<file path="config.mk">
export PLATFORM = sky130hd
export DESIGN_NAME = icv_fifo
export DESIGN_NICKNAME = d
export VERILOG_FILES = /design/src/hw/rtl/icv_pkg.sv /design/src/hw/rtl/icv_fifo.sv
export SDC_FILE = /design/constraint.sdc
export NUM_CORES = 1
export LEC_CHECK = 0
export BUFFER_PORTS_ARGS = -buffer_cell sky130_fd_sc_hd__buf_2
export CORE_MARGIN = 5
export CORE_UTILIZATION = 35
export DETAILED_ROUTE_END_ITERATION = 8
export SLEW_MARGIN = 20
export SYNTH_ARGS = -nofsm -noshare
export SYNTH_HDL_FRONTEND = slang
export SYNTH_SLANG_ARGS = --single-unit
</file>
<file path="constraint.sdc">
create_clock -name clk_i -period 13.1 [get_ports clk_i]
set_clock_uncertainty 0.2 [all_clocks]
set_input_delay 2.62 -clock clk_i [delete_from_list [all_inputs] [get_ports clk_i]]
set_output_delay 2.62 -clock clk_i [all_outputs]
set_load 0.1 [all_outputs]
</file>
<file path="src/hw/rtl/icv_pkg.sv">
package icv_pkg;

  localparam int MAX_WIDTH    = 2048;
  localparam int MAX_CHANNELS = 4;
  localparam int MAX_HEIGHT   = 4096;
  localparam int LB_AW        = $clog2(MAX_WIDTH);
  localparam int QDEPTH       = 4;
  localparam int QAW          = $clog2(QDEPTH);
  localparam int QCW          = $clog2(QDEPTH + 2);
  localparam int CFG_IDX_W    = 8;
  localparam int CFG_DATA_W   = 16;

  typedef enum logic [2:0] {
    K_EDGE    = 3'd0,
    K_SHARPEN = 3'd1,
    K_BOX     = 3'd2,
    K_GAUSS   = 3'd3,
    K_EMBOSS  = 3'd4,
    K_IDENT   = 3'd5
  } kern_e;

  typedef enum logic [CFG_IDX_W-1:0] {
    REG_KERNEL   = 8'd0,
    REG_WIDTH    = 8'd1,
    REG_HEIGHT   = 8'd2,
    REG_CHANNELS = 8'd3
  } reg_e;

  typedef logic [8:0][31:0] win_t;

  typedef struct packed {
    logic [2:0]  kernel;
    logic [11:0] width;
    logic [12:0] height;
    logic [2:0]  chans;
  } cfg_t;

  typedef struct packed {
    win_t        win;
    logic [10:0] col;
    logic [11:0] row;
    logic [3:0]  mask;
    logic        col_one;
    logic        col_zero;
  } entry_t;

endpackage

</file>
<file path="src/hw/rtl/icv_fifo.sv">
module icv_fifo (
  input  logic                    clk_i,
  input  logic                    rst_ni,
  input  logic                    push_i,
  input  icv_pkg::entry_t         entry_i,
  input  logic                    pop_i,
  output icv_pkg::entry_t         head_o,
  output logic                    empty_o,
  output logic [icv_pkg::QCW-1:0] count_o
);
  import icv_pkg::*;

  entry_t           mem_q [QDEPTH];
  logic [QAW-1:0]   wr_q, rd_q;
  logic [QCW-1:0]   cnt_q;

  always_ff @(posedge clk_i or negedge rst_ni) begin
    if (!rst_ni) begin
      wr_q  <= '0;
      rd_q  <= '0;
      cnt_q <= '0;
    end else begin
      if (push_i) wr_q <= wr_q + QAW'(1);
      if (pop_i) rd_q <= rd_q + QAW'(1);
      cnt_q <= cnt_q + QCW'(push_i) - QCW'(pop_i);
    end
  end

  always_ff @(posedge clk_i) begin
    if (push_i) mem_q[wr_q] <= entry_i;
  end

  assign head_o  = mem_q[rd_q];
  assign empty_o = (cnt_q == '0);
  assign count_o = cnt_q;

endmodule

</file>
## Word level (Yosys, flattened, before mapping)

Memories as Yosys holds them, arrays and structs flattened.
Index checks and enable logic that the tools add are counted.

| operators by class | value |
|---|---|
| add/sub/neg operators | 4 |
| multiplexer cells | 2 |
| reduce and logical (&&, ||, !) cells | 1 |

Operator list:

| kind | number |
|---|---|
| adder 2 x 1 -> 2 bit (second input constant) | 2 |
| adder 3 x 1 -> 3 bit | 1 |
| logical NOT 3 bit | 1 |
| subtractor 3 x 1 -> 3 bit | 1 |
| 2-to-1 mux 1 bit | 2 |

| storage, ports and cells | value |
|---|---|
| register bits | 7 |
| RAM bits | 1268 |
| input bits | 321 |
| output and inout port bits | 321 |
| word-level logic and storage cells | 11 |
| memories | 1 |

Memories:

| memory | depth | bits a word | read ports | clocked after Yosys merged registers in | wr ports | line | text |
|---|---|---|---|---|---|---|---|
| mem_q | 4 | 317 | 1 | 0 | 1 | icv_fifo.sv:13 | `entry_t mem_q [QDEPTH];` |

## Logic depth before layout (Yosys ltp)

| depth | value |
|---|---|
| word-level depth | 2 |
| gate-level depth with buffers | 7 |
| mapped depth without buffers | 7 |

## Worst setup path after synthesis

Ideal clock, no wire load.

| timing | value |
|---|---|
| kind | in2reg |
| start | in push_i |
| end | mem mem_q[0][0] (netlist bit), enable pin |
| library setup time | 718 ps |
| arrival | 9765 ps |
| required time | 12182 ps |
| slack | 2417 ps |
| stages | 1 |
| buffers on the path | 0 |
| cells stage by stage | and2_1 |

| between the ends | value |
|---|---|
| word-level cells in the longest chain between the ends | 2 |

Ends and longest elaborated chain:

| element | line | text |
|---|---|---|
| start, declared | icv_fifo.sv:4 | `input logic push_i,` |
| 2-to-1 mux 1 bit | icv_fifo.sv:30 | `if (push_i) mem_q[wr_q] <= entry_i;` |
| 2-to-1 mux 1 bit (not written as such) | icv_fifo.sv:30 |  |
| end, declared | icv_fifo.sv:13 |  |

Every way passes these cells.

==> results.cfg <==
[status]
status = completed

[global_routing]
antenna_found_initial = 61
grt_usage = 0.142
grt_pass1_wl_um = 148000
grt_pass1_vias = 22300
overflow = 0
grt_max_degree = 141

[sta]
fmax_ghz = 0.133
slew_viol_final = 0
worstMarginPinSlew_ps = 1050
setup_viol = 0
period_needed_ps = 7490
slew_headroom = 0.300
rsz0062_at_grt = no
fin_crit_sh = 0.572
hold_viol_final = 0
fin_setup_tns_ps = 0

[worst_setup_path]
reg2reg_to = mem_q[1][181]$_DFFE_PP_
crit_required_ps = 10280
startpoint_type = flip-flop
rr_startpoint = wr_q[1]$_DFFE_PN0P_
path_class = reg2out
crit_start = rd_q[0]$_DFFE_PN0P_
crit_path_end_kind = primary output
r2r_cells = 5
rrSetupSlack_ps = 9300
critical_path.max_fanout = 107
crit_path_end = head_o[171]
crit_arrival_ps = 4670

[job]
maxCapViolations = 0

[detailed_routing]
vias = 20900
wl_per_cell_um = 23.3
drc_errors = 0
first_iter_violations = 1575
viasPerCell = 4.85
dr.pass1.iters = 5
wirelength_um = 100000
postRouteAntennaNets = 0

[synthesis]
synth_fp_nets = 2017
ys_seq_area_frac = 0.828
syn_avg_cell_area_um2 = 27.4
netlist_instances = 1689
syn_area_mm2 = 0.0462
synth_cell_types = 16
yosys_warnings = 0
ys_seq_elements = 1275

[floorplanning]
rows = 133
start_util = 0.352
core-area_mm2 = 0.131
dieWidth_um = 373
die_y_um = 373
dieArea_mm2 = 0.139
io_pins = 642

[placed_design]
gp_congestion = 0.753
io_buffers = 641
dp_hpwl_um = 63700
post-place-cells = 4036

[layout]
finalNonFillerCells = 4301
nNetsFinal = 2747
layout-drive-gt1-share = 0.462
syn2layout_area_growth_pct = 20.3
final_cell_mix = edfxtp_1, buf_2, mux4_2
final_common_cell = edfxtp_1
nFillCells = 11200

[worst_hold_path]
min_delay_path_depth = 1
hold_class = reg2reg

[clock_network]
post_cts_buffers = 0
ctsHoldBuffers = 0
cts_buffers = 135
root_buffer = clkbuf_16
clk_pin_slew_ps = 60
post_cts_resize_count = 0
cts_buffer_depth = 3
clock-sinks = 1275
cts_tree = yes
insertion_delay_ps = 730
htreeDepth = 4
## synth_stat cells
| cell | n | area [µm²] |
|---|---|---|
| and2_1 | 4 | 25.0 |
| buf_2 | 27 | 135 |
| edfxtp_1 | 1268 | 38100 |
| nor3_1 | 1 | 5.00 |
| buf_8 | 12 | 180 |
| dfrtp_1 | 7 | 175 |
| o21ai_0 | 1 | 5.00 |
| ha_1 | 6 | 75.1 |
| fa_1 | 1 | 20.0 |
| xor2_1 | 2 | 17.5 |
| inv_1 | 6 | 22.5 |
| mux4_2 | 317 | 7140 |
| buf_6 | 24 | 270 |
| xnor2_1 | 3 | 26.3 |
| clkbuf_1 | 8 | 30.0 |
| nand2_1 | 2 | 7.51 |
## stage by stage
step,setup WS (ps),util,hold WS (ps),area (µm²)
after floorplan,2420,-,294,46200
after global placement,6290,0.391,307,51300
after detailed placement,6250,0.391,326,51300
after CTS,5360,0.423,336,55500
after global routing,5060,0.423,356,55500
final,5610,0.423,337,55600
## flip-flops by register name (all words and copies together) (netlist names)
name     count
wr_q         2
rd_q         2
mem_q     1268
count_o      3
## kinds of logic after synthesis
logic type | count (synthesis) | synth area share
and+or+nand+nor | 7 | 0.000812
DFF | 1275 | 0.828
buffers and inverters | 77 | 0.0138
AOI/OAI and AO/OA | 1 | 0.000108
muxes | 317 | 0.154
xor gates and xnor gates | 5 | 0.000948
adders and majority gates | 7 | 0.00206
## how the worst min path moves through the flow
stage | start | end
after global placement | wr_q[0]$_DFFE_PN0P_ | wr_q[0]$_DFFE_PN0P_
after detailed placement | wr_q[0]$_DFFE_PN0P_ | wr_q[0]$_DFFE_PN0P_
final | wr_q[0]$_DFFE_PN0P_ | wr_q[0]$_DFFE_PN0P_
after global routing | wr_q[0]$_DFFE_PN0P_ | wr_q[0]$_DFFE_PN0P_
after floorplan | wr_q[0]$_DFFE_PN0P_ | wr_q[0]$_DFFE_PN0P_
after CTS | wr_q[0]$_DFFE_PN0P_ | wr_q[0]$_DFFE_PN0P_
## worst max-delay path, stage by stage (launching register included)
cell	delay (ps)
dfrtp_4	840
buf_4	650
buf_4	530
buf_12	630
mux4_2	650
buf_2	320
## per-layer routing
| layer | share of wire | vias to the layer above | routed length, µm | track usage |
|---|---|---|---|---|
| li1 | - | 8890 | - | - |
| met1 | 0.39 | 10900 | 38600 | 0.175 |
| met2 | 0.48 | 815 | 47800 | 0.223 |
| met3 | 0.12 | 203 | 11600 | 0.0718 |
| met4 | 0.019 | 52 | 1950 | 0.0364 |
| met5 | 0.0033 | - | 327 | 0 |
## layout make-up
type | instances | area (µm²) | share of cell area
flip-flops and latches | 1275 | 38300 | 0.688
clock buffers | 169 | 3700 | 0.0665
repair buffers | 664 | 3500 | 0.0630
inverters | 6 | 22.5 | 0.000405
multi-input cells | 337 | 7330 | 0.132
well taps | 1755 | 2200 | 0.0395
diodes | 20 | 50.0 | 0.000900
clock inverters | 75 | 528 | 0.00950
Power is left out: the tool's default activity adds up to more than one toggle a clock period on the data nets, which glitch-free logic cannot reach.
