--- src/hw/rtl/icv_pkg.sv ---
package icv_pkg;

  localparam int MAX_WIDTH    = 2048;
  localparam int MAX_CHANNELS = 4;
  localparam int MAX_HEIGHT   = 4096;
  localparam int LB_AW        = $clog2(MAX_WIDTH);
  localparam int QDEPTH       = 4;
  localparam int QAW          = $clog2(QDEPTH);
  localparam int QCW          = $clog2(QDEPTH + 2);
  localparam int CFG_IDX_W    = 8;
  localparam int CFG_DATA_W   = 16;

  typedef enum logic [2:0] {
    K_EDGE    = 3'd0,
    K_SHARPEN = 3'd1,
    K_BOX     = 3'd2,
    K_GAUSS   = 3'd3,
    K_EMBOSS  = 3'd4,
    K_IDENT   = 3'd5
  } kern_e;

  typedef enum logic [CFG_IDX_W-1:0] {
    REG_KERNEL   = 8'd0,
    REG_WIDTH    = 8'd1,
    REG_HEIGHT   = 8'd2,
    REG_CHANNELS = 8'd3
  } reg_e;

  typedef logic [8:0][31:0] win_t;

  typedef struct packed {
    logic [2:0]  kernel;
    logic [11:0] width;
    logic [12:0] height;
    logic [2:0]  chans;
  } cfg_t;

  typedef struct packed {
    win_t        win;
    logic [10:0] col;
    logic [11:0] row;
    logic [3:0]  mask;
    logic        col_one;
    logic        col_zero;
  } entry_t;

endpackage

--- src/hw/rtl/icv_if.sv ---


interface res_if;
  logic        valid;
  logic        ready;
  logic [7:0]  res_a;
  logic [7:0]  res_b;
  logic [7:0]  res_c;
  logic [7:0]  res_d;
  logic [10:0] out_col;
  logic [11:0] out_row;
  logic        run_last;
  modport source (output valid, res_a, res_b, res_c, res_d, out_col, out_row, run_last,
                  input ready);
  modport sink (input valid, res_a, res_b, res_c, res_d, out_col, out_row, run_last,
                output ready);
endinterface


--- src/hw/rtl/icv_back.sv ---
module icv_back (
  input  logic            clk_i,
  input  logic            rst_ni,
  input  icv_pkg::cfg_t   cfg_i,
  input  icv_pkg::entry_t head_i,
  input  logic            empty_i,
  output logic            pop_o,
  res_if.source           out_if
);
  import icv_pkg::*;

  function automatic logic [7:0] filt(input logic [8:0][7:0] v, input logic [2:0] ksel);
    logic signed [13:0] e [9];
    logic signed [13:0] s;
    logic [11:0]        bsum;
    logic [11:0]        gsum;
    logic [24:0]        prod;
    for (int i = 0; i < 9; i++) e[i] = $signed({6'd0, v[i]});
    bsum = '0;
    for (int i = 0; i < 9; i++) bsum = bsum + 12'(v[i]);
    gsum = 12'(v[0]) + 12'(v[2]) + 12'(v[6]) + 12'(v[8])
         + {1'b0, 10'(v[1]) + 10'(v[3]) + 10'(v[5]) + 10'(v[7]), 1'b0}
         + {2'd0, v[4], 2'b00};
    // floor of bsum / 9 by reciprocal, exact for sums up to 2295
    prod = 25'(bsum) * 25'd7282;
    unique case (ksel)
      K_EDGE:    s = 14'sd4 * e[4] - e[1] - e[3] - e[5] - e[7];
      K_SHARPEN: s = 14'sd5 * e[4] - e[1] - e[3] - e[5] - e[7];
      K_BOX:     s = $signed({5'd0, prod[24:16]});
      K_GAUSS:   s = $signed({6'd0, gsum[11:4]});
      K_EMBOSS:  s = -(14'sd2 * e[0]) - e[1] - e[3] + e[4] + e[5] + e[7] + 14'sd2 * e[8];
      default:   s = e[4];
    endcase
    if (s < 14'sd0) return 8'd0;
    else if (s > 14'sd255) return 8'd255;
    else return s[7:0];
  endfunction

  logic [3:0]        sent_q, remaining, bit_sel;
  logic [1:0]        kind;
  logic              issue, last_sel;
  logic [1:0]        cidx [3];
  logic [1:0]        ridx [3];
  win_t              sel_win;
  logic              x_valid_q, x_last_q, x_rdy, o_rdy;
  win_t              x_win_q;
  logic [10:0]       x_col_q;
  logic [11:0]       x_row_q;
  logic              o_valid_q, o_last_q;
  logic [3:0][7:0]   o_res_q, res_d;
  logic [10:0]       o_col_q;
  logic [11:0]       o_row_q;
  logic [2:0]        nch;
  logic [8:0][7:0]   lane;

  assign remaining = head_i.mask & ~sent_q;

  always_comb begin
    priority if (remaining[0]) kind = 2'd0;
    else if (remaining[1]) kind = 2'd1;
    else if (remaining[2]) kind = 2'd2;
    else kind = 2'd3;
  end

  assign bit_sel  = 4'b0001 << kind;
  assign last_sel = (remaining & ~bit_sel) == 4'd0;
  assign o_rdy    = !o_valid_q || out_if.ready;
  assign x_rdy    = !x_valid_q || o_rdy;
  assign issue    = !empty_i && x_rdy;
  assign pop_o    = issue && last_sel;

  // kind bit 0: last column taps, kind bit 1: bottom-row taps
  always_comb begin
    if (kind[0]) begin
      cidx[0] = head_i.col_zero ? 2'd2 : 2'd1;
      cidx[1] = 2'd2;
    end else begin
      cidx[0] = head_i.col_one ? 2'd1 : 2'd0;
      cidx[1] = 2'd1;
    end
    cidx[2] = 2'd2;
    if (kind[1]) begin
      ridx[0] = 2'd1;
      ridx[1] = 2'd2;
    end else begin
      ridx[0] = 2'd0;
      ridx[1] = 2'd1;
    end
    ridx[2] = 2'd2;
    for (int i = 0; i < 3; i++) begin
      for (int j = 0; j < 3; j++) begin
        sel_win[i*3+j] = head_i.win[4'(ridx[i]) * 4'd3 + 4'(cidx[j])];
      end
    end
  end

  always_ff @(posedge clk_i or negedge rst_ni) begin
    if (!rst_ni) begin
      sent_q    <= '0;
      x_valid_q <= 1'b0;
      o_valid_q <= 1'b0;
    end else begin
      if (issue) sent_q <= last_sel ? 4'd0 : (sent_q | bit_sel);
      if (x_rdy) x_valid_q <= issue;
      if (o_rdy) o_valid_q <= x_valid_q;
    end
  end

  always_ff @(posedge clk_i) begin
    if (issue) begin
      x_win_q  <= sel_win;
      x_col_q  <= kind[0] ? head_i.col : head_i.col - 11'd1;
      x_row_q  <= kind[1] ? head_i.row : head_i.row - 12'd1;
      x_last_q <= last_sel;
    end
    if (o_rdy && x_valid_q) begin
      o_res_q  <= res_d;
      o_col_q  <= x_col_q;
      o_row_q  <= x_row_q;
      o_last_q <= x_last_q;
    end
  end

  always_comb begin
    if (cfg_i.chans == 3'd0) nch = 3'd1;
    else if (cfg_i.chans > 3'(MAX_CHANNELS)) nch = 3'(MAX_CHANNELS);
    else nch = cfg_i.chans;
    lane = '0;
    for (int c = 0; c < 4; c++) begin
      for (int k = 0; k < 9; k++) lane[k] = x_win_q[k][c*8 +: 8];
      res_d[c] = (3'(c) < nch) ? filt(lane, cfg_i.kernel) : 8'd0;
    end
  end

  assign out_if.valid    = o_valid_q;
  assign out_if.res_a    = o_res_q[0];
  assign out_if.res_b    = o_res_q[1];
  assign out_if.res_c    = o_res_q[2];
  assign out_if.res_d    = o_res_q[3];
  assign out_if.out_col  = o_col_q;
  assign out_if.out_row  = o_row_q;
  assign out_if.run_last = o_last_q;

endmodule

--- src/flat_wrapper.sv ---
// flat-port wrapper written by rule: the top's interface ports become plain ports
module icv_back_flat import icv_pkg::*;
  (clk_i, rst_ni, cfg_i, head_i, empty_i, pop_o, out_if_valid, out_if_res_a, out_if_res_b, out_if_res_c, out_if_res_d, out_if_out_col, out_if_out_row, out_if_run_last, out_if_ready);
  res_if out_if_i ();
  input  logic clk_i;
  input  logic rst_ni;
  input  icv_pkg::cfg_t cfg_i;
  input  icv_pkg::entry_t head_i;
  input  logic empty_i;
  output logic pop_o;
  output wire logic [$bits(out_if_i.valid)-1:0] out_if_valid;
  output wire logic [$bits(out_if_i.res_a)-1:0] out_if_res_a;
  output wire logic [$bits(out_if_i.res_b)-1:0] out_if_res_b;
  output wire logic [$bits(out_if_i.res_c)-1:0] out_if_res_c;
  output wire logic [$bits(out_if_i.res_d)-1:0] out_if_res_d;
  output wire logic [$bits(out_if_i.out_col)-1:0] out_if_out_col;
  output wire logic [$bits(out_if_i.out_row)-1:0] out_if_out_row;
  output wire logic [$bits(out_if_i.run_last)-1:0] out_if_run_last;
  input wire logic [$bits(out_if_i.ready)-1:0] out_if_ready;
  assign out_if_valid = out_if_i.valid;
  assign out_if_res_a = out_if_i.res_a;
  assign out_if_res_b = out_if_i.res_b;
  assign out_if_res_c = out_if_i.res_c;
  assign out_if_res_d = out_if_i.res_d;
  assign out_if_out_col = out_if_i.out_col;
  assign out_if_out_row = out_if_i.out_row;
  assign out_if_run_last = out_if_i.run_last;
  assign out_if_i.ready = out_if_ready;
  icv_back u_core (.clk_i(clk_i), .rst_ni(rst_ni), .cfg_i(cfg_i), .head_i(head_i), .empty_i(empty_i), .pop_o(pop_o), .out_if(out_if_i));
endmodule
--- config.mk ---
export PLATFORM = sky130hd
export DESIGN_NAME = icv_back_flat
export DESIGN_NICKNAME = d
export VERILOG_FILES = /design/src/hw/rtl/icv_pkg.sv /design/src/hw/rtl/icv_if.sv /design/src/hw/rtl/icv_back.sv /design/src/flat_wrapper.sv
export SDC_FILE = /design/constraint.sdc
export NUM_CORES = 2
export LEC_CHECK = 0
export BUFFER_PORTS_ARGS = -buffer_cell sky130_fd_sc_hd__buf_4
export CAP_MARGIN = 10
export CELL_PAD_IN_SITES_DETAIL_PLACEMENT = 0
export CELL_PAD_IN_SITES_GLOBAL_PLACEMENT = 2
export CORE_MARGIN = 3
export CORE_UTILIZATION = 40
export DETAILED_ROUTE_END_ITERATION = 8
export PLACE_DENSITY_LB_ADDON = 0.25
export SKIP_CTS_REPAIR_TIMING = 1
export SYNTH_ARGS = -nofsm -noshare
export SYNTH_HDL_FRONTEND = slang
export SYNTH_SLANG_ARGS = --single-unit
--- constraint.sdc ---
create_clock -name clk_i -period 54.1 [get_ports clk_i]
set_input_delay 10.82 -clock clk_i [delete_from_list [all_inputs] [get_ports clk_i]]
set_output_delay 10.82 -clock clk_i [all_outputs]
set_load 0.01 [all_outputs]
After elaboration in Yosys (flattened, before gate mapping). Index checks and enable logic that the tools add are counted.

$add $sub $neg: 134. $mul: 10. Divide/modulo/power cells: 0. Order comparisons: 21. Equality and inequality tests: 4. Shift operators: 1. Multiplexer cells: 36. Bitwise logic cells: 9. Reduce and logical (&&, ||, !) cells: 15.

Operators by type and width (number): binary-select mux 32 bit (select 4 bit) (8); subtractor 14 x 9 -> 14 bit (36); adder 12 x 8 -> 12 bit (36); case mux 14 bit (5 select lines) (4); 2-to-1 mux 32 bit (8); adder 14 x 9 -> 14 bit (12); adder 8 x 8 -> 9 bit (12); multiplier 12 x 12 -> 24 bit, second input constant (4); adder 10 x 8 -> 10 bit (8); adder 14 x 10 -> 14 bit (4); greater-than comparator 14 x 9 -> 1 bit, second input constant (4); less-than comparator 14 x 1 -> 1 bit, second input constant (4); negation 9 -> 14 bit (4); adder 12 x 10 -> 12 bit (4); adder 12 x 11 -> 12 bit (4); multiplier 3 x 8 -> 11 bit, first input constant (4); subtractor 10 x 8 -> 11 bit (4); less-than comparator 4 x 5 -> 1 bit, second input constant (8); 2-to-1 mux 8 bit (4); adder 4 x 2 -> 4 bit (4); 2-to-1 mux 12 bit (1); subtractor 12 x 1 -> 12 bit, second input constant (1); 2-to-1 mux 11 bit (1); subtractor 11 x 1 -> 11 bit, second input constant (1); 25 further kinds (50).

Register bits after elaboration: 374. Latch bits: 0. RAM bits: 0. Memory bits (read-only): 0. Input bits: 352. Output and inout bits: 58. Word-level logic and storage cells: 252. Memories kept: 0.

Depth between registers and ports, before layout.
Depth in word-level cells: 12. Mapped depth: 41. Mapped depth without buffers: 41.

Worst setup path after synthesis. No wires, ideal clock.

Path type: input to output. Start point: input out_if_ready. End point: output pop_o. Arrival time: 27.393 ns. Required time: 43.280 ns. Path slack: 15.887 ns. Cell stages on the path: 3. Path buffers: 0. Cells stage by stage: nor2b_1 a21oi_1 and2_1.

Word-level cells in the longest chain between the ends: 4.

RTL lines: from (decl) (RTL line flat_wrapper.sv:19) `input wire logic [$bits(out_if_i.ready)-1:0] out_if_ready;`; logical OR 1 bit (RTL line icv_back.sv:67) `assign o_rdy = !o_valid_q || out_if.ready;`; logical OR 1 bit (RTL line icv_back.sv:68) `assign x_rdy = !x_valid_q || o_rdy;`; logical AND 1 bit (RTL line icv_back.sv:69) `assign issue = !empty_i && x_rdy;`; named net u_core.issue (RTL line icv_back.sv:41) `logic issue, last_sel;`; logical AND 1 bit (RTL line icv_back.sv:70) `assign pop_o = issue && last_sel;`; to (decl) (RTL line flat_wrapper.sv:10) `output logic pop_o;`.

The timed path passes the listed nets, and every way through them passes these cells.

Worst setup path after layout.
Start point: input head_i[3] (netlist name). End point: output pop_o.

Word-level cells in the longest chain between the ends: 8.

RTL lines: from (decl) (RTL line flat_wrapper.sv:8) `input icv_pkg::entry_t head_i;`; AND 4 bit (*) (RTL line icv_back.sv:56) `assign remaining = head_i.mask & ~sent_q;`; 2-to-1 mux 2 bit (RTL line icv_back.sv:60) `else if (remaining[1]) kind = 2'd1;`; 2-to-1 mux 2 bit (RTL line icv_back.sv:59) `priority if (remaining[0]) kind = 2'd0;`; left shift 1 x 2 -> 4 bit (RTL line icv_back.sv:65) `assign bit_sel = 4'b0001 << kind;`; inverter 4 bit (RTL line icv_back.sv:66) `assign last_sel = (remaining & ~bit_sel) == 4'd0;`; AND 4 bit (*) (RTL line icv_back.sv:66); zero test 4 bit (*) (RTL line icv_back.sv:66); named net u_core.last_sel (RTL line icv_back.sv:41); logical AND 1 bit (*) (RTL line icv_back.sv:70).

The timed path passes the listed nets; every way through them passes the cells marked *.

==> impl_metrics.prom <==
# TYPE chip_impl_metric gauge
chip_impl_info{name="outcome",value="complete, no violations"} 1
chip_impl_metric{name="final_util",unit="%"} 45.1
chip_impl_metric{name="setup_viol_count_final",unit=""} 0
chip_impl_info{name="critical_path.endpoint_type",value="output pin"} 1
chip_impl_metric{name="cp.arrival",unit="ns"} 13.71
chip_impl_metric{name="synth_async_sr_flop_share",unit="%"} 1.60
chip_impl_metric{name="hpwl",unit="um"} 171000
chip_impl_metric{name="multi_input_comb_area",unit="sq um"} 45800
chip_impl_info{name="crit_start_category",value="input pin"} 1
chip_impl_metric{name="start_util",unit="%"} 40.5
chip_impl_metric{name="worst_slew_pin_tran",unit="ns"} 1.14
chip_impl_info{name="critPathKind",value="in -> out"} 1
chip_impl_metric{name="final_cell_area",unit="sq um"} 69000
chip_impl_metric{name="synth_compound_gate_area_share",unit="%"} 10.2
chip_impl_metric{name="number_of_antenna_violations_at_the_first_check_in_global_routing",unit=""} 27
chip_impl_metric{name="synth-edff-count",unit=""} 368
chip_impl_metric{name="grt_start_max_net_pins",unit=""} 140
chip_impl_metric{name="final_layout_size_suffix_gt1_share",unit="%"} 13.5
chip_impl_metric{name="clk_pin_slew_worst_paths",unit="ns"} 0.06
chip_impl_metric{name="maxSlewViolCount",unit=""} 0
chip_impl_metric{name="postLayoutSetupSlackWorst",unit="ns"} 29.57
chip_impl_metric{name="synthesized_area_fraction_occupied_by_xor_and_xnor_cells",unit="%"} 5.04
chip_impl_metric{name="min_period_over_period",unit="%"} 45.3
chip_impl_metric{name="postSynthRegisterBits",unit=""} 374
chip_impl_info{name="critPathSlowestCell",value="or2_4"} 1
chip_impl_metric{name="synth_sequential_area_ratio",unit="%"} 18.1
chip_impl_info{name="netlist.top_cell.by_area",value="fa_1"} 1
chip_impl_metric{name="cts-htree-levels",unit=""} 2
chip_impl_metric{name="fill_cells",unit=""} 14800
chip_impl_metric{name="overflow",unit=""} 0
chip_impl_metric{name="synthesis.area",unit="sq um"} 61800
chip_impl_info{name="rsz_0062_raised_after_global_routing",value="no"} 1
chip_impl_metric{name="max_stage_delay",unit="ns"} 0.83
chip_impl_info{name="synth.area.top_cells",value="fa_1, edfxtp_1, ha_1, mux4_2, inv_1"} 1
chip_impl_metric{name="place_congestion",unit=""} 0.909
chip_impl_metric{name="synth-simple-area-share",unit="%"} 7.34
chip_impl_metric{name="avgRoutedWirePerCell",unit="um"} 25.6
chip_impl_metric{name="route.final.wire_length",unit="um"} 215000
chip_impl_metric{name="preCtsSetupSlack",unit="ns"} 29.59
chip_impl_info{name="synth_common_cells",value="inv_1, ha_1, fa_1"} 1
chip_impl_metric{name="post_synthesis_net_count",unit=""} 7866
chip_impl_info{name="post-synth-top-count-cell",value="inv_1"} 1
chip_impl_metric{name="dpl_cell_area",unit="sq um"} 67200
chip_impl_metric{name="route.detailed.drc",unit=""} 0
chip_impl_metric{name="first_global_vias",unit=""} 48200
chip_impl_metric{name="num_vias",unit=""} 46100
chip_impl_metric{name="yosysTopAreaCellShare",unit="%"} 24.0
chip_impl_metric{name="synth_mux_area_share",unit="%"} 11.3
chip_impl_metric{name="placeableCoreArea",unit="sq um"} 153000
chip_impl_metric{name="critical_path_peak_fanout",unit=""} 55
chip_impl_metric{name="postSynthAreaPerCell",unit="sq um"} 10.3
chip_impl_metric{name="max_slew_margin",unit="%"} 23.6
chip_impl_metric{name="cts.path.max_buffers",unit=""} 3
chip_impl_metric{name="grt_pass1_wl",unit="um"} 318000
chip_impl_metric{name="cts_num_sinks",unit=""} 374
chip_impl_info{name="clock_tree.root_cell",value="clkbuf_16"} 1
chip_impl_metric{name="floorplan.io_pins",unit=""} 410
chip_impl_metric{name="synthCells",unit=""} 5987
chip_impl_metric{name="final.setup.tns",unit="ns"} 0
chip_impl_metric{name="final_clock_skew",unit="ns"} 0.0292
chip_impl_metric{name="clk-insertion-delay-late",unit="ns"} 0.68
chip_impl_metric{name="cts_inserted_buffers",unit=""} 50
chip_impl_metric{name="synth_cell_type_count",unit=""} 88
chip_impl_metric{name="grt_util_all_layers",unit="%"} 27.1
chip_impl_info{name="cpMostUsedCell",value="buf_4"} 1
chip_impl_metric{name="area_growth",unit="%"} 11.5
chip_impl_metric{name="yosys_warnings",unit=""} 0
chip_impl_metric{name="chip_width",unit="um"} 399
chip_impl_info{name="synth_flop_cell",value="edfxtp_1"} 1
chip_impl_metric{name="cp.buffers_inverters",unit=""} 3
chip_impl_metric{name="drv_cap",unit=""} 0
chip_impl_metric{name="ff_latch_area",unit="sq um"} 11200
chip_impl_metric{name="finalHoldViolCount",unit=""} 0
chip_impl_metric{name="place.port_buffers",unit=""} 384
chip_impl_metric{name="timing.fmax",unit="MHz"} 40.8
chip_impl_info{name="worstHoldPathType",value="reg -> reg"} 1
chip_impl_info{name="synth_top_family_by_area",value="adder cells"} 1
chip_impl_metric{name="final_nets",unit=""} 8198
chip_impl_metric{name="first_pass_iters",unit=""} 6
chip_impl_metric{name="drt-vias-per-instance",unit=""} 5.48
chip_impl_metric{name="die_h",unit="um"} 399
chip_impl_metric{name="drt_first_iter_violations",unit=""} 3434
chip_impl_metric{name="critical_path_required",unit="ns"} 43.28
chip_impl_metric{name="num_rows",unit=""} 143
chip_impl_info{name="critPathTopFamily",value="simple AND/OR/NAND/NOR gates"} 1
chip_impl_info{name="worstPathCellList",value="buf_4 > nor2b_1 > or2_4 > inv_6 > ha_4 > nor3b_1 > a21oi_1 > o21a_1 > and2_1 > buf_4"} 1
chip_impl_metric{name="floorplan.die_area",unit="sq um"} 159000
chip_impl_info{name="tritoncts_clock_tree",value="done"} 1
chip_impl_metric{name="ant_nets",unit=""} 0
chip_impl_metric{name="min_period",unit="ns"} 24.53
chip_impl_metric{name="synth_adder_area_share",unit="%"} 39.9
[placed cells by master, fill, tap and decap left out, drive strengths merged, types with 20 or more instances in the layout]
cell and n:
nor3 47, clkbuf 60, mux2 36, edfxtp 368, inv 1183, xnor2 216, a21o 109, mux2i 80
a211oi 35, o211ai 20, nand2b 40, o21bai 82, nand3 41, nor2 136, o21ai 239, a22oi 37
fa 741, ha 786, mux4 257, a31oi 33, xor2 137, nor2b 47, o22ai 21, nand2 626
buf 430, o21a 28, a21oi 274
[stage by stage]
stage          std cells  hold WS, ns
6_report            8401        0.415
3_3_place_gp        8297        0.401
3_5_place_dp        8297        0.405
2_1_floorplan       5987        0.400
5_1_grt             8395        0.425
4_1_cts             8391        0.415
[state kept, by name, indices dropped and copies added, names as in the netlist]
name	flops
u_core.lane	72
u_core.out_if.out_col	11
u_core.out_if.out_row	12
u_core.out_if.res_a	8
u_core.out_if.res_b	8
u_core.out_if.res_c	8
u_core.out_if.res_d	8
u_core.out_if.run_last	1
u_core.out_if.valid	1
u_core.sent_q	4
u_core.x_col_q	11
u_core.x_last_q	1
u_core.x_row_q	12
u_core.x_valid_q	1
u_core.x_win_q	216
[path summary, 6_finish.rpt]
check | slack [ns] | depth (start not counted) | end | from
hold / removal | 0.41 | 0 | u_core.out_if.run_last | u_core.x_last_q
setup / recovery | 29.57 | 10 | pop_o | head_i[3]
max in group asynchronous | 44.02 | 1 | u_core.sent_q[3] | rst_ni
min in group asynchronous | 9.96 | 1 | u_core.out_if.valid | rst_ni
hold reg to reg | 0.41 | 0 | u_core.out_if.run_last | u_core.x_last_q
setup reg to reg | 42.08 | 38 | u_core.out_if.res_a[6] | u_core.x_win_q[33]
[final cells by class]
| cell class | instances | area share [%] |
|---|---|---|
| clock inverter | 34 | 0.519 |
| inverter | 1177 | 6.42 |
| sequential | 374 | 16.2 |
| tap | 2030 | 3.68 |
| clock buffer | 60 | 1.93 |
| antenna | 10 | 0.0363 |
| timing repair buffer | 430 | 4.74 |
| multi-input combinational | 4286 | 66.4 |
[worst register-to-register path, delay by kind of cell (launching register included)]
| family | cells | cell delay (ns) |
|---|---|---|
| AND/OR/NAND/NOR | 1 | 0.13 |
| adder cells (fa/ha/maj) | 12 | 5.41 |
| XOR/XNOR | 4 | 1.27 |
| AO/OA/AOI/OAI | 12 | 3.31 |
| flip-flops | 1 | 0.66 |
| buffers and inverters | 9 | 0.92 |
[cell families (layout without fill, tap and decap cells)]
logic type,count (synthesis),in the layout
buffers and inverters,1327,1701
xor gates and xnor gates,354,354
and+or+nand+nor,1034,1034
AOI/OAI and AO/OA,995,995
adders and majority gates,1530,1530
muxes,373,373
DFF,374,374
other,0,10
[metal layers]
layer	vias up	wire length [um]	track usage, %	share of wire, %
met5	-	69	0	0.032
met4	12	4110	5.39	1.9
met3	197	15600	5.27	7.2
met2	1521	99000	43.5	46
met1	23400	95900	38.1	45
li1	21000	-	-	-
Power is left out: the tool's default activity adds up to more than one toggle a clock period on the data nets, which glitch-free logic cannot reach.
